**src/hw/rtl/gha_pkg.sv**
```systemverilog
// Shared types and constants for the generational handle allocator.
// No dependencies; every other file uses these by scoped names.
`timescale 1ns / 1ps

package gha_pkg;

  localparam int MAX_BLOCKS_DEFAULT = 1024;

  localparam int HANDLE_W = 32;
  localparam int IDX_W    = 16;
  localparam int GEN_W    = 16;
  localparam int CNT_W    = 11;
  localparam int SIDX_W   = 10;
  localparam int OP_W     = 2;

  localparam logic [CNT_W-1:0] POOL_SIZE_RESET = 11'd1024;

  typedef enum logic [OP_W-1:0] {
    OP_ALLOC  = 2'd0,
    OP_FREE   = 2'd1,
    OP_LOOKUP = 2'd2
  } opcode_t;

  // Controller to datapath.
  typedef struct packed {
    logic accept;     // request beat taken, launch table reads
    logic exec;       // apply the operation and load the result register
    logic cfg_write;  // new pool size, reinitialize the pool
  } cmd_t;

  // Datapath to controller.
  typedef struct packed {
    logic out_stall;  // result register full and not drained this cycle
  } sts_t;

  // One slot table entry.
  typedef struct packed {
    logic             free;
    logic [GEN_W-1:0] gen;
  } slot_t;

endpackage

```
**src/hw/rtl/gha_ctrl.sv**
```systemverilog
// Two-state sequencer: take a request beat, then execute it once the
// result register can be loaded. Depends on gha_pkg.
`timescale 1ns / 1ps

module gha_ctrl (
  input  logic          clk,
  input  logic          rst,
  input  logic          req_valid,
  input  logic          cfg_valid,
  input  gha_pkg::sts_t sts,
  output logic          req_ready,
  output logic          cfg_ready,
  output gha_pkg::cmd_t cmd
);

  typedef enum logic [1:0] {
    ST_IDLE = 2'b01,
    ST_EXEC = 2'b10
  } state_t;

  state_t state;
  state_t state_next;

  // Configuration wins over a request in the same cycle.
  assign cfg_ready     = (state == ST_IDLE);
  assign req_ready     = (state == ST_IDLE) && !cfg_valid;
  assign cmd.accept    = req_valid && req_ready;
  assign cmd.cfg_write = cfg_valid && cfg_ready;
  assign cmd.exec      = (state == ST_EXEC) && !sts.out_stall;

  always_comb begin
    state_next = state;
    unique case (state)
      ST_IDLE: begin
        if (cmd.accept) state_next = ST_EXEC;
      end
      ST_EXEC: begin
        if (cmd.exec) state_next = ST_IDLE;
      end
      default: state_next = ST_IDLE;
    endcase
  end

  always_ff @(posedge clk) begin
    if (rst) begin
      state <= ST_IDLE;
    end else begin
      state <= state_next;
    end
  end

  a_accept_to_exec: assert property (@(posedge clk) disable iff (rst)
    cmd.accept |=> (state == ST_EXEC) && !req_ready)
    else $error("request beat did not move the sequencer to execute");

  a_no_cfg_in_exec: assert property (@(posedge clk) disable iff (rst)
    (state == ST_EXEC) |-> !cmd.cfg_write && !cmd.accept)
    else $error("config or request taken while an operation is in flight");

endmodule

```
**config.mk**
```make
export PLATFORM = sky130hd
export DESIGN_NAME = gha_ctrl
export DESIGN_NICKNAME = d
export VERILOG_FILES = /design/src/hw/rtl/gha_pkg.sv /design/src/hw/rtl/gha_ctrl.sv
export SDC_FILE = /design/constraint.sdc
export NUM_CORES = 1
export LEC_CHECK = 0
export BUFFER_PORTS_ARGS = -buffer_cell sky130_fd_sc_hd__buf_2
export CAP_MARGIN = 20
export CELL_PAD_IN_SITES_DETAIL_PLACEMENT = 0
export CELL_PAD_IN_SITES_GLOBAL_PLACEMENT = 2
export CORE_AREA = 2 2 39 41
export CTS_BUF_LIST = sky130_fd_sc_hd__clkbuf_8
export CTS_CLUSTER_DIAMETER = 60
export DETAILED_ROUTE_END_ITERATION = 7
export DIE_AREA = 0 0 41 43
export GPL_TIMING_DRIVEN = 0
export HOLD_SLACK_MARGIN = 0.15
export PLACE_DENSITY_LB_ADDON = 0.1
export SETUP_SLACK_MARGIN = 0.2
export SKIP_CTS_REPAIR_TIMING = 1
export SYNTH_ARGS = -nofsm -noshare
export SYNTH_HDL_FRONTEND = slang
export SYNTH_SLANG_ARGS = --single-unit
```
**constraint.sdc**
```tcl
create_clock -name clk -period 2.24 [get_ports clk]
set_input_delay 0.448 -clock clk [delete_from_list [all_inputs] [get_ports clk]]
set_output_delay 0.448 -clock clk [all_outputs]
set_load 0.02 [all_outputs]
```
== After elaboration in Yosys (flattened, before gate mapping) ==
Cells that the tools add are included.

* Register bits: 2
* Bits of input ports: 5
* Output and inout port bits: 5
* Logic and storage cells: 15

* Eq/ne operators: 4
* Mux-type cells: 3
* Reductions and logical operators: 7

{| class="wikitable"
|+ Operators with widths
! operator !! number
|-
| $logic_and 1x1->1 || 4
|-
| $mux 2 || 2
|-
| $pmux 2 s2 || 1
|-
| $eq 2x1->1 const B || 1
|-
| $eq 2x2->1 const B || 1
|-
| $logic_not 1->1 || 2
|-
| $ne 2x1->1 const B || 1
|-
| $ne 2x2->1 const B || 1
|-
| $reduce_and 2->1 || 1
|}

== Longest topological paths before layout ==
* Word-level depth: 5
* Depth in mapped cells: 2
* Mapped depth without buffers: 2

== Least setup slack after synthesis ==
Ideal clock, no wire load.

* Path kind: input -> output
* Start: input sts
* End: output cmd[1] (netlist bit)
* Arrival time: 966 ps
* Required time: 1792 ps
* Path slack: 826 ps
* Cell stages on the path: 1
* Path buffers: 0
* Cells stage by stage: nor3b_1

* Word-level cells in the longest chain between the ends: 2

{| class="wikitable"
|+ RTL lines
! item !! RTL line !! text
|-
| start, declared || gha_ctrl.sv:10 || <nowiki>input gha_pkg::sts_t sts,</nowiki>
|-
| $logic_not 1->1 || gha_ctrl.sv:29 || <nowiki>assign cmd.exec = (state == ST_EXEC) && !sts.out_stall;</nowiki>
|-
| $logic_and 1x1->1 || gha_ctrl.sv:29 ||
|-
| end, declared || gha_ctrl.sv:13 || <nowiki>output gha_pkg::cmd_t cmd</nowiki>
|}

No other way between the ends.

==> summary.md <==
| Metric | Value |
|---|---|
| Reg2Reg Depth | `2` |
| Ys flop type | `dfxtp_1` |
| CP required | `about 1.8 ns` |
| Fillers | `156` |
| PD cells | `886 nW/µm²` |
| CTS Buffer Depth | `2` |
| Initial antenna violation count | `0` |
| Wire length per cell | `8.26 µm` |
| Fmax | `662 MHz` |
| Slowest stage delay, CP | `approximately 0.40 ns` |
| Placed inst area | `191 µm²` |
| Top-area cell type share of the netlist area | `31.7%` |
| H-Tree Depth | `1` |
| GRT overflow | `0` |
| RSZ-0062 raised after global routing | `no` |
| CTS tree | `done` |
| Fin area | `233 µm²` |
| Drt first pass iters | `3` |
| Synth async-reset ratio | `0%` |
| Worst Tran Pin Value | `0.197 ns` |
| Pleak | `0.114 nW` |
| Worst hold slack | `0.413 ns` |
| Cell Rows | `14` |
| Die height | `43 µm` |
| Clock Sinks | `2` |
| Num CTS Buffers | `3` |
| Minimum clock period | `1.51 ns` |
| Reg with most FFs | `state` |
| Worst setup path category | `reg2out` |
| Number of synthesized flops with an enable pin | `0` |
| Residual DRC | `0` |
| Worst Setup End Kind | `output port` |
| Utilization after layout | `16.8%` |
| Die width | `around 41 µm` |
| Nets | `30` |
| Share of layout cells above drive strength 1 | `around 61%` |
| Gr usage total | `approximately 4.5%` |
| Gr busiest metal | `met2` |
| Dpl cells | `36` |
| Routed WL | `322 µm` |
| Outcome | `finished clean` |
| Setup Viol. Count Final | `0` |
| Top-count cell post-synth | `dfxtp_1` |
| Top-level port count | `10` |
| Setup TNS Final | `0 ns` |
| Mapped Avg Cell Area | `11.5 µm²` |
| Skew final | `0.00231 ns` |
| Initial detailed-routing violation count | `2` |
| Gpl congestion | `0.533` |
| Core Region | `roughly 1400 µm²` |
| Clock slew at reported path FFs | `0.03 ns` |
| First-pass GRT wire length | `469 µm` |
| Vias per cell | `between 3 and 4` |
| Maxcap violations | `0` |
| Via count of the routed design | `around 130` |
| Fin. max-slew vios | `0` |
| Largest regs | `state (2)` |
| #FFs+latches synth | `2` |
| Antenna cells | `0` |
| Met3 GRT Util | `between 4 and 5%` |
| Final period util | `between 60% and 70%` |
| # port buffers | `9` |
| Total power | `206 µW` |
| Routed Antenna Nets | `0` |
| Largest cells by area after synthesis | `dfxtp_1 (32%), nand4bb_4 (22%), nor2b_4 (11%)` |
| Vias in the first global route | `114` |
| CP cell instances | `nor2b_4 > and2_1 > buf_2` |
| Routing usage on met2 | `5.31%` |
| Worst setup SP type | `flop` |
| Post-Place Setup Slack | `0.790 ns` |
| Die ar. | `1760 µm²` |
| Final Hold Vio Count | `0` |
| Syn_nets | `16` |
| Post-synthesis sequential area ratio | `31.7%` |
| Synth Instances | `11` |
| Peak supply drop | `~0.21 mV` |
| Arrival @ worst endpoint | `1.06 ns` |
| Skew-Pair Late Insertion Delay | `0.21 ns` |
| Hold path depth | `2` |
| CTS root buffer | `clkbuf_8` |
| Met1 Track Usage GR | `between 4 and 5%` |
| Cell Count, Final, Fillers Out | `39` |
| Worst min-delay path class | `in2reg` |
| CP max stage cell | `dfxtp_1` |
| Cell Area, Synth | `126 µm²` |
| Initial cell density of the core | `9.13%` |
| Largest net degree at the start of global routing | `5` |
| Synth-to-Final Area Change | `84.2%` |
| Setup slack after layout | `around 0.73 ns` |
| Max transition margin | `86.8%` |
| Dominant cell type by area after synthesis | `dfxtp_1` |
| Yosys warnings | `0` |
| Max FFs per register | `2` |
| Synth cell types | `10` |
| Worst-path maximum fanout | `4` |
## report_power, final
group,total (mW),switching [mW],leakage [nW],internal (mW)
clock network,0.139,0.0258,0.0216,0.113
logic,0.0271,0.0136,0.0756,0.0136
registers,0.0399,0.00238,0.0164,0.0376
## cell families (layout without fill, tap and decap cells)
kind of cell / count (synthesis) / count (layout) / share of synthesized area, %
buf+inv: 1 / 13 / 2.97
compound gates: 2 / 2 / 9.90
flops: 2 / 2 / 31.7
simple gates: 6 / 6 / 55.5
## worst max-delay path, delay by kind of cell (launching register included)
kind / cells / cell delay, ns
buffers and inverters: 1 / 0.15
and+or+nand+nor: 2 / 0.30
DFF: 1 / 0.40
## cells in the final DEF (no fill, tap or decap)
master,n
and2_1,1
and2b_1,1
buf_2,9
nand4bb_4,1
nor3b_1,1
nand3b_1,1
clkbuf_8,3
inv_1,1
nor2b_4,1
a21o_1,1
a21oi_1,1
dfxtp_1,2
## metal layers
metal  wire, µm  share of wire (%)
met1        135                 42
met2        164                 51
met3         22                6.8
met4          0                  0
met5          0                  0
## final cells by class
type | count | area, µm² | area share [%]
clock buffers | 3 | 41.3 | 17.7
inverters | 1 | 3.75 | 1.61
multi-input cells | 8 | 82.6 | 35.5
flip-flops and latches | 2 | 40.0 | 17.2
well taps | 16 | 20.0 | 8.60
repair buffers | 9 | 45.0 | 19.4
## final timing paths
path	startpoint	to	slack, ns
worst max-delay path	state[0]$_SDFFE_PP1P_	cmd[0]	0.73
worst min-delay path	rst	state[1]$_SDFFE_PP0P_	0.41
worst max register to register	state[0]$_SDFFE_PP1P_	state[0]$_SDFFE_PP1P_	1.39
worst min register to register	state[0]$_SDFFE_PP1P_	state[1]$_SDFFE_PP0P_	0.56
Note: power is estimated with default switching activity, not from simulation.
